===== config.mk =====
export PLATFORM = sky130hd
export DESIGN_NAME = cursor_line_edit_buffer_flat
export DESIGN_NICKNAME = d
export VERILOG_FILES = /design/src/cle_pkg.sv /design/src/cle_ifs.sv /design/src/cle_store.sv /design/src/cursor_line_edit_buffer.sv /design/src/flat_wrapper.sv
export SDC_FILE = /design/constraint.sdc
export NUM_CORES = 1
export LEC_CHECK = 0
export ABC_CLOCK_PERIOD_IN_PS = 7500
export BUFFER_PORTS_ARGS = -buffer_cell sky130_fd_sc_hd__buf_2
export CAP_MARGIN = 20
export CORE_ASPECT_RATIO = 1.4
export CORE_MARGIN = 2
export CORE_UTILIZATION = 55
export CTS_BUF_LIST = sky130_fd_sc_hd__clkbuf_4 sky130_fd_sc_hd__clkbuf_8
export DETAILED_ROUTE_END_ITERATION = 10
export PLACE_DENSITY = 0.71
export SYNTH_ARGS = -nofsm -noshare
export SYNTH_HDL_FRONTEND = slang
export SYNTH_SLANG_ARGS = --single-unit

===== constraint.sdc =====
create_clock -name clk -period 7.5 [get_ports clk]
set_input_delay 2.25 -clock clk [delete_from_list [all_inputs] [get_ports clk]]
set_output_delay 2.25 -clock clk [all_outputs]
set_load 0.05 [all_outputs]

===== src/cle_pkg.sv =====
// Shared constants, command and status codes, and the text store request
// type for the cursor line-edit buffer. No dependencies.
package cle_pkg;

	localparam int MAX_LEN = 64;
	localparam int ADDR_W  = $clog2(MAX_LEN);
	localparam int LEN_W   = 7;
	localparam int CHAR_W  = 8;
	localparam int CMD_W   = 4;
	localparam int CNT_W   = 8;
	localparam int STAT_W  = 2;

	localparam logic [CMD_W-1:0] CMD_CLEAR     = 4'd0;
	localparam logic [CMD_W-1:0] CMD_APPEND    = 4'd1;
	localparam logic [CMD_W-1:0] CMD_SET       = 4'd2;
	localparam logic [CMD_W-1:0] CMD_LEFT      = 4'd3;
	localparam logic [CMD_W-1:0] CMD_RIGHT     = 4'd4;
	localparam logic [CMD_W-1:0] CMD_INSERT    = 4'd5;
	localparam logic [CMD_W-1:0] CMD_BACKSPACE = 4'd6;
	localparam logic [CMD_W-1:0] CMD_DELETE    = 4'd7;
	localparam logic [CMD_W-1:0] CMD_DUMP      = 4'd8;

	localparam logic [STAT_W-1:0] STAT_OK    = 2'd0;
	localparam logic [STAT_W-1:0] STAT_FULL  = 2'd1;
	localparam logic [STAT_W-1:0] STAT_EMPTY = 2'd2;

	// one write and one read per cycle on the text store
	typedef struct packed {
		logic              we;
		logic [ADDR_W-1:0] waddr;
		logic [CHAR_W-1:0] wdata;
		logic              re;
		logic [ADDR_W-1:0] raddr;
	} store_req_t;

endpackage


===== src/cle_ifs.sv =====
// Valid/ready channel interfaces for the command and result words.
// Depends on cle_pkg.
interface cle_cmd_if import cle_pkg::*; ();
	logic              valid;
	logic              ready;
	logic [CMD_W-1:0]  command;
	logic [CHAR_W-1:0] char_in;
	logic [CNT_W-1:0]  count;

	modport source (output valid, output command, output char_in, output count, input ready);
	modport sink (input valid, input command, input char_in, input count, output ready);
endinterface

interface cle_res_if import cle_pkg::*; ();
	logic              valid;
	logic              ready;
	logic [CHAR_W-1:0] char_out;
	logic [LEN_W-1:0]  cursor_pos;
	logic [LEN_W-1:0]  text_length;
	logic              last;
	logic [STAT_W-1:0] status;

	modport source (output valid, output char_out, output cursor_pos, output text_length,
		output last, output status, input ready);
	modport sink (input valid, input char_out, input cursor_pos, input text_length,
		input last, input status, output ready);
endinterface


===== src/cle_store.sv =====
// Text store: MAX_LEN x 8 memory, one write port, one read port with
// registered read data that holds when no read is issued. Depends on cle_pkg.
module cle_store import cle_pkg::*; (
	input  logic              clk,
	input  store_req_t        req,
	output logic [CHAR_W-1:0] rdata
);

	logic [CHAR_W-1:0] mem [MAX_LEN];

	always_ff @(posedge clk) begin
		if (req.we) begin
			mem[req.waddr] <= req.wdata;
		end
	end

	always_ff @(posedge clk) begin
		if (req.re) begin
			rdata <= mem[req.raddr];
		end
	end

endmodule


===== src/cursor_line_edit_buffer.sv =====
// Cursor line-edit buffer: top level with command decode, the copy sequencer
// and the result register. Depends on cle_pkg, cle_ifs and cle_store.
//
// Channels: request carries one command word (command, char_in, count);
// result carries result words (char_out, cursor_pos, text_length, last,
// status). A word moves on a rising edge with valid and ready both high.
// Every command gives one result word, except dump, which gives one word per
// held character, last set on the final one (or one status-2 word if empty).
// Clear, append, cursor moves and full-buffer drops go from idle straight to
// the result step. Insert, backspace and delete first copy the characters
// that move (those after the cursor for insert and backspace, those after
// the removed span for delete), one store entry per cycle through the text
// store's one read and one write port, and skip the copy when none move.
// Dump gives one character per cycle out of the store's read port while the
// receiver takes them. request.ready is high only while no command is
// in work; the result register lets the next command be taken while a
// word waits. A stalled receiver holds the sequencer in its result or dump
// step, which resumes where it stopped; a running copy finishes first.
// Reset clears length and cursor and empties the result register; the store
// contents are not cleared, as only entries below the length are ever read.
module cursor_line_edit_buffer import cle_pkg::*; (
	input logic   clk,
	input logic   arst_n,
	cle_cmd_if.sink   request,
	cle_res_if.source result
);

	localparam logic [2:0] S_IDLE = 3'd0;
	localparam logic [2:0] S_COPY = 3'd1;
	localparam logic [2:0] S_RES  = 3'd2;
	localparam logic [2:0] S_DUMP = 3'd3;

	logic [2:0]        state_q, state_d;
	logic [LEN_W-1:0]  len_q, len_d;
	logic [LEN_W-1:0]  cur_q, cur_d;
	logic [LEN_W-1:0]  rem_q, rem_d;
	logic              out_valid_q, out_valid_d;
	logic              put_pend_q, put_pend_d;
	logic              wv_s1;
	logic [ADDR_W-1:0] wa_s1;
	logic [ADDR_W-1:0] rd_q, rd_d;
	logic [ADDR_W-1:0] wr_q, wr_d;
	logic [ADDR_W-1:0] idx_q, idx_d;
	logic [ADDR_W-1:0] put_addr_q, put_addr_d;
	logic              back_q, back_d;
	logic [CHAR_W-1:0] ch_q, ch_d;
	logic [STAT_W-1:0] st_q, st_d;
	logic [CHAR_W-1:0] o_char_q, o_char_d;
	logic [LEN_W-1:0]  o_cur_q, o_cur_d;
	logic [LEN_W-1:0]  o_len_q, o_len_d;
	logic              o_last_q, o_last_d;
	logic [STAT_W-1:0] o_st_q, o_st_d;

	logic              acc, out_free, full, dump_last;
	logic [LEN_W-1:0]  room, bs_n, dl_n;
	logic [CHAR_W-1:0] rdata;
	store_req_t        sreq;

	assign acc       = request.valid && request.ready;
	assign out_free  = !out_valid_q || result.ready;
	assign full      = (len_q == LEN_W'(MAX_LEN));
	assign room      = len_q - cur_q;
	assign bs_n      = (request.count > CNT_W'(cur_q)) ? cur_q : LEN_W'(request.count);
	assign dl_n      = (request.count > CNT_W'(room)) ? room : LEN_W'(request.count);
	assign dump_last = ((LEN_W'(idx_q) + LEN_W'(1)) == len_q);

	assign request.ready      = (state_q == S_IDLE);
	assign result.valid       = out_valid_q;
	assign result.char_out    = o_char_q;
	assign result.cursor_pos  = o_cur_q;
	assign result.text_length = o_len_q;
	assign result.last        = o_last_q;
	assign result.status      = o_st_q;

	cle_store u_store (
		.clk   (clk),
		.req   (sreq),
		.rdata (rdata)
	);

	// store port: copy writes, deferred insert char, append
	always_comb begin
		sreq = '0;
		priority if (wv_s1) begin
			sreq.we    = 1'b1;
			sreq.waddr = wa_s1;
			sreq.wdata = rdata;
		end else if (state_q == S_RES && put_pend_q) begin
			sreq.we    = 1'b1;
			sreq.waddr = put_addr_q;
			sreq.wdata = ch_q;
		end else if (acc && request.command == CMD_APPEND && !full) begin
			sreq.we    = 1'b1;
			sreq.waddr = ADDR_W'(len_q);
			sreq.wdata = request.char_in;
		end else begin
			sreq.we = 1'b0;
		end

		priority if (state_q == S_COPY && rem_q != '0) begin
			sreq.re    = 1'b1;
			sreq.raddr = rd_q;
		end else if (state_q == S_DUMP && out_free && !dump_last) begin
			sreq.re    = 1'b1;
			sreq.raddr = idx_q + ADDR_W'(1);
		end else if (acc && request.command == CMD_DUMP) begin
			sreq.re    = 1'b1;
			sreq.raddr = '0;
		end else begin
			sreq.re = 1'b0;
		end
	end

	always_comb begin
		state_d     = state_q;
		len_d       = len_q;
		cur_d       = cur_q;
		rem_d       = rem_q;
		out_valid_d = out_valid_q && !result.ready;
		put_pend_d  = put_pend_q;
		rd_d        = rd_q;
		wr_d        = wr_q;
		idx_d       = idx_q;
		put_addr_d  = put_addr_q;
		back_d      = back_q;
		ch_d        = ch_q;
		st_d        = st_q;
		o_char_d    = o_char_q;
		o_cur_d     = o_cur_q;
		o_len_d     = o_len_q;
		o_last_d    = o_last_q;
		o_st_d      = o_st_q;

		unique case (state_q)
			S_IDLE: begin
				if (acc) begin
					st_d       = STAT_OK;
					put_pend_d = 1'b0;
					state_d    = S_RES;
					unique case (request.command)
						CMD_CLEAR: begin
							len_d = '0;
							cur_d = '0;
						end
						CMD_APPEND: begin
							if (full) st_d = STAT_FULL;
							else len_d = len_q + LEN_W'(1);
						end
						CMD_SET: begin
							cur_d = (request.count > CNT_W'(len_q)) ? len_q
								: LEN_W'(request.count);
						end
						CMD_LEFT: begin
							cur_d = (request.count > CNT_W'(cur_q)) ? '0
								: cur_q - LEN_W'(request.count);
						end
						CMD_RIGHT: begin
							cur_d = (request.count > CNT_W'(room)) ? len_q
								: cur_q + LEN_W'(request.count);
						end
						CMD_INSERT: begin
							if (full) begin
								st_d = STAT_FULL;
							end else begin
								len_d      = len_q + LEN_W'(1);
								cur_d      = cur_q + LEN_W'(1);
								put_pend_d = 1'b1;
								put_addr_d = ADDR_W'(cur_q);
								ch_d       = request.char_in;
								if (room != '0) begin
									rd_d    = ADDR_W'(len_q - LEN_W'(1));
									wr_d    = ADDR_W'(len_q);
									rem_d   = room;
									back_d  = 1'b1;
									state_d = S_COPY;
								end
							end
						end
						CMD_BACKSPACE: begin
							len_d = len_q - bs_n;
							cur_d = cur_q - bs_n;
							if (bs_n != '0 && room != '0) begin
								rd_d    = ADDR_W'(cur_q);
								wr_d    = ADDR_W'(cur_q - bs_n);
								rem_d   = room;
								back_d  = 1'b0;
								state_d = S_COPY;
							end
						end
						CMD_DELETE: begin
							len_d = len_q - dl_n;
							if (dl_n != '0 && room != dl_n) begin
								rd_d    = ADDR_W'(cur_q + dl_n);
								wr_d    = ADDR_W'(cur_q);
								rem_d   = room - dl_n;
								back_d  = 1'b0;
								state_d = S_COPY;
							end
						end
						CMD_DUMP: begin
							if (len_q == '0) begin
								st_d = STAT_EMPTY;
							end else begin
								idx_d   = '0;
								state_d = S_DUMP;
							end
						end
						default: ;
					endcase
				end
			end
			S_COPY: begin
				// each write lands in the cycle after its read; the last write drains on exit
				if (rem_q != '0) begin
					rem_d = rem_q - LEN_W'(1);
					rd_d  = back_q ? rd_q - ADDR_W'(1) : rd_q + ADDR_W'(1);
					wr_d  = back_q ? wr_q - ADDR_W'(1) : wr_q + ADDR_W'(1);
				end else begin
					state_d = S_RES;
				end
			end
			S_RES: begin
				if (out_free) begin
					out_valid_d = 1'b1;
					o_char_d    = '0;
					o_cur_d     = cur_q;
					o_len_d     = len_q;
					o_last_d    = 1'b1;
					o_st_d      = st_q;
					put_pend_d  = 1'b0;
					state_d     = S_IDLE;
				end
			end
			S_DUMP: begin
				if (out_free) begin
					out_valid_d = 1'b1;
					o_char_d    = rdata;
					o_cur_d     = cur_q;
					o_len_d     = len_q;
					o_last_d    = dump_last;
					o_st_d      = STAT_OK;
					if (dump_last) state_d = S_IDLE;
					else idx_d = idx_q + ADDR_W'(1);
				end
			end
			default: state_d = S_IDLE;
		endcase
	end

	always_ff @(posedge clk or negedge arst_n) begin
		if (!arst_n) begin
			state_q     <= S_IDLE;
			len_q       <= '0;
			cur_q       <= '0;
			rem_q       <= '0;
			out_valid_q <= 1'b0;
			put_pend_q  <= 1'b0;
			wv_s1       <= 1'b0;
		end else begin
			state_q     <= state_d;
			len_q       <= len_d;
			cur_q       <= cur_d;
			rem_q       <= rem_d;
			out_valid_q <= out_valid_d;
			put_pend_q  <= put_pend_d;
			wv_s1       <= (state_q == S_COPY) && (rem_q != '0);
		end
	end

	always_ff @(posedge clk) begin
		wa_s1      <= wr_q;
		rd_q       <= rd_d;
		wr_q       <= wr_d;
		idx_q      <= idx_d;
		put_addr_q <= put_addr_d;
		back_q     <= back_d;
		ch_q       <= ch_d;
		st_q       <= st_d;
		o_char_q   <= o_char_d;
		o_cur_q    <= o_cur_d;
		o_len_q    <= o_len_d;
		o_last_q   <= o_last_d;
		o_st_q     <= o_st_d;
	end

	a_cur_in_text: assert property (@(posedge clk) disable iff (!arst_n)
		cur_q <= len_q)
		else $error("cursor beyond text length");

	a_len_bound: assert property (@(posedge clk) disable iff (!arst_n)
		len_q <= LEN_W'(MAX_LEN))
		else $error("text length beyond capacity");

	a_copy_write_in_copy: assert property (@(posedge clk) disable iff (!arst_n)
		wv_s1 |-> (state_q == S_COPY))
		else $error("copy write outside copy sequence");

	a_dump_index: assert property (@(posedge clk) disable iff (!arst_n)
		(state_q == S_DUMP) |-> (LEN_W'(idx_q) < len_q))
		else $error("dump index past text end");

endmodule

===== src/flat_wrapper.sv =====
// flat-port wrapper written by rule: the top's interface ports become plain ports
module cursor_line_edit_buffer_flat import cle_pkg::*;
  (clk, arst_n, request_valid, request_command, request_char_in, request_count, request_ready, result_valid, result_char_out, result_cursor_pos, result_text_length, result_last, result_status, result_ready);
  cle_cmd_if request_i ();
  cle_res_if result_i ();
  input logic clk;
  input logic arst_n;
  input wire logic [$bits(request_i.valid)-1:0] request_valid;
  input wire logic [$bits(request_i.command)-1:0] request_command;
  input wire logic [$bits(request_i.char_in)-1:0] request_char_in;
  input wire logic [$bits(request_i.count)-1:0] request_count;
  output wire logic [$bits(request_i.ready)-1:0] request_ready;
  output wire logic [$bits(result_i.valid)-1:0] result_valid;
  output wire logic [$bits(result_i.char_out)-1:0] result_char_out;
  output wire logic [$bits(result_i.cursor_pos)-1:0] result_cursor_pos;
  output wire logic [$bits(result_i.text_length)-1:0] result_text_length;
  output wire logic [$bits(result_i.last)-1:0] result_last;
  output wire logic [$bits(result_i.status)-1:0] result_status;
  input wire logic [$bits(result_i.ready)-1:0] result_ready;
  assign request_i.valid = request_valid;
  assign request_i.command = request_command;
  assign request_i.char_in = request_char_in;
  assign request_i.count = request_count;
  assign request_ready = request_i.ready;
  assign result_valid = result_i.valid;
  assign result_char_out = result_i.char_out;
  assign result_cursor_pos = result_i.cursor_pos;
  assign result_text_length = result_i.text_length;
  assign result_last = result_i.last;
  assign result_status = result_i.status;
  assign result_i.ready = result_ready;
  cursor_line_edit_buffer u_core (.clk(clk), .arst_n(arst_n), .request(request_i), .result(result_i));
endmodule

==> key figures <==
Global route
  • Largest net degree at the start of global routing: 124
  • Total GRT Usage: approximately a third
  • Remaining Overflow, GRT: 0
  • First-pass GRT wire length: 127 mm
  • Vias in the first global route: 20500
  • Initial antenna violation count: 2

Die
  • Die width: 197 um
  • Initial Util: 55.8%
  • Die area: 53800 sq um
  • DIE HEIGHT: approximately 270 um
  • Top-Level Pins: 51
  • Core ar.: 51100 sq um
  • Site row count: 98

Outcome
  • Status: complete, but fails checks
  • Failing checks: DRC

Setup path
  • Crit path capture type: register
  • Worst EP arrival: 6.98 ns
  • Register-to-Register Path Depth: 25
  • Worst path required time: 8.08 ns
  • R2R setup slack: ~1.1 ns
  • Crit Path Max Fanout: 16
  • Reg-to-reg endpoint: u_core.rem_q[4]
  • R2r startpoint: u_core.cur_q[1]
  • Critical path class: register to register
  • Crit path launch type: register

STA
  • Slew HR: approximately 29%
  • Setup violations, final: 0
  • Min cycle time layout: 6.41 ns
  • Fin. max-slew vios: 0
  • Post-route setup TNS: 0 ns
  • Crit share post-route: a little under nine tenths
  • Fin Hold WS: 0.380 ns
  • Setup ws final: roughly 1.1 ns
  • Hold Fails Final Rpt: 0
  • Clock skew: 0.0362 ns
  • RSZ-0062 raised after global routing: false
  • Max Fclk: 156 MHz
  • Measured slew at the worst slew-check pin: 1.07 ns

Clocking
  • CTS Hold Bufs: 0
  • Total setup buffers inserted after CTS: 0
  • Clk Latency, worst-skew pair: roughly 0.7 ns
  • Cts bufs inserted: 89
  • CTS tree: built
  • Cts repair resizes: 0
  • CTS Sinks: 612
  • Clock transition at path regs: about 0.06 ns
  • CTS HTree Levels: 3
  • Clock Tree Buf Depth: 3
  • CTS Root Buffer Type: clkbuf_8

Yosys
  • Syn nets: roughly 2600
  • Post-Syn Area: 28600 sq um
  • Yosys warns: 0
  • Sequential share of the synthesized area: 63.7%
  • Mean Syn Cell Area: 11.5 sq um
  • Post-Syn Instances: 2474
  • Register bit total from synthesis: 612
  • Library cells used by synthesis: 85
  • Most used DFF post-synth: edfxtp_1
  • Ys async rst share: 4.25%
  • EDFF count, synth: 580

Place
  • Detail Placement HPWL: 57.5 mm
  • Inst Count DP: 3103
  • Placer Congestion: approximately 1
  • Post-DP Area: ~30000 sq um
  • Worst slack at placement: 0.848 ns
  • Port Buffers: 50

Hold path
  • Hold depth: 0
  • Hold crit path type: register to register
  • Hold worst-path end: u_core.wa_s1[4]
  • Hold path startpoint: u_core.wr_q[4]

Cells and area
  • Share of layout cells above drive strength 1: 11.3%
  • Fin cells: 3271
  • Fin util: 61.8%
  • Area grow syn2layout: 10.7%
  • # nets final: 2649
  • Final instance area: roughly 32000 sq um
  • Most frequent cells in the layout: 580 x edfxtp_1, 491 x nand2_1, 244 x a21oi_1, 176 x nor2_1, 93 x clkbuf_8
  • Most common cell after layout, fill and taps aside: edfxtp_1

Power and ir drop
  • Static Leak: roughly 11 nW
  • Overall power: 13.8 mW
  • Pwr Density: 437 nW/um^2
  • Worst IR drop on VDD: 0.237 mV

Routing
  • Routed wire length on met3: 5.08 mm
  • Vias per inst: about 6.3
  • Met2 WL: between 40 and 50 mm
  • Starting DRT DRC Count: 2315
  • Number of remaining DRC errors: 2
  • Aggregate routed wire length: ~85 mm
  • DRT met1 WL: 29.3 mm
  • Vias post-DR: 20700
  • Pre-Repair DR Iteration Count: 11
  • Top sig layer: met5
  • Routed Antenna Nets: 0
  • WL per Instance: 25.9 um

Run
  • MaxCap Viol Count: 0
-- worst max-delay path by stage --
stage                            start                        to  slack [ns]  cells past startpoint
floorplan           request_command[0]  u_core.u_store.mem[0][0]        0.87                      7
global placement      request_count[5]           u_core.rem_q[6]        0.84                     21
detailed placement    request_count[5]           u_core.rem_q[6]        0.85                     21
CTS                    u_core.cur_q[1]           u_core.rem_q[4]        1.18                     25
global route           u_core.cur_q[1]           u_core.rem_q[4]        0.54                     25
finish                 u_core.cur_q[1]           u_core.rem_q[4]        1.09                     25
-- cell families (layout without fill, tap and decap cells) --
logic type,after synthesis,in the layout,synth area share [%]
buffers and inverters,199,344,2.75
AO/OA/AOI/OAI,612,612,13.7
XOR/XNOR,66,66,2.34
flip-flops,612,612,63.7
adder cells (fa/ha/maj),79,79,3.66
other,0,2,0
multiplexers,13,13,0.504
AND/OR/NAND/NOR,893,893,13.3
-- cells in the mapped netlist (14+ instances only) --
cell	instances	area, sq um
a21oi_1	244	1220
a32oi_1	42	368
clkbuf_1	89	334
xnor2_1	43	377
nand3_1	91	455
nand2_1	493	1850
ha_1	70	876
nand2b_1	14	87.6
xor2_1	16	140
a22oi_1	57	428
buf_2	31	155
o22ai_1	24	150
nor2_1	176	661
buf_1	19	71.3
and3_1	17	106
inv_1	58	218
nor4_1	14	87.6
o21ai_0	79	395
a21o_1	14	105
nor3_1	31	155
dfrtp_1	26	651
a31oi_1	21	131
edfxtp_1	580	17400
-- power by group --
part           internal, mW  switching (mW)
combinational          1.95            4.57
sequential             4.42           0.187
clock                  1.41            1.28
-- flip-flops by register name (all words and copies together), names as in the netlist, 6 cells and up --
name and flops:
u_core.put_addr_q 6, u_core.result.char_out 8, u_core.cur_q 7, u_core.idx_q 6, u_core.result.cursor_pos 7, u_core.rem_q 7
u_core.rd_q 6, u_core.ch_q 8, u_core.len_q 7, u_core.u_store.rdata 8, u_core.wr_q 6, u_core.u_store.mem 512
u_core.wa_s1 6, u_core.result.text_length 7
-- area by class of cell --
type | instances | area [sq um]
Timing Repair Buffer | 121 | 862
Tap cell | 650 | 813
Clock inverter | 42 | 307
Multi-Input combinational cell | 1663 | 9710
Inverter | 60 | 225
Fill cell | 4006 | 19500
Antenna cell | 2 | 5.00
Clock buffer | 121 | 1490
Sequential cell | 612 | 18200
-- per-layer routing --
metal	GRT usage, %	vias to the layer above
met5	0	-
met4	23.8	2
met2	56.6	1000
met3	4.15	258
li1	-	9326
met1	35.3	10100
-- worst max-delay path, cell delays in order, from the launching register on --
cell	delay (ns)
dfrtp_1	0.32
buf_4	0.28
inv_1	0.27
fa_1	0.51
a211oi_1	0.34
o21bai_1	0.13
a21oi_1	0.27
xnor3_1	0.38
ha_1	0.35
a311oi_1	0.45
o211ai_2	0.28
nand2_1	0.18
nand2_1	0.06
o21ai_0	0.07
buf_4	0.18
ha_1	0.21
inv_1	0.13
ha_1	0.25
a21oi_1	0.36
maj3_1	0.26
a22oi_1	0.08
o21ai_0	0.09
o2bb2ai_1	0.25
mux2i_1	0.25
nor3_1	0.08
a221oi_1	0.24
No activity file was read; power rests on OpenSTA's default activity.
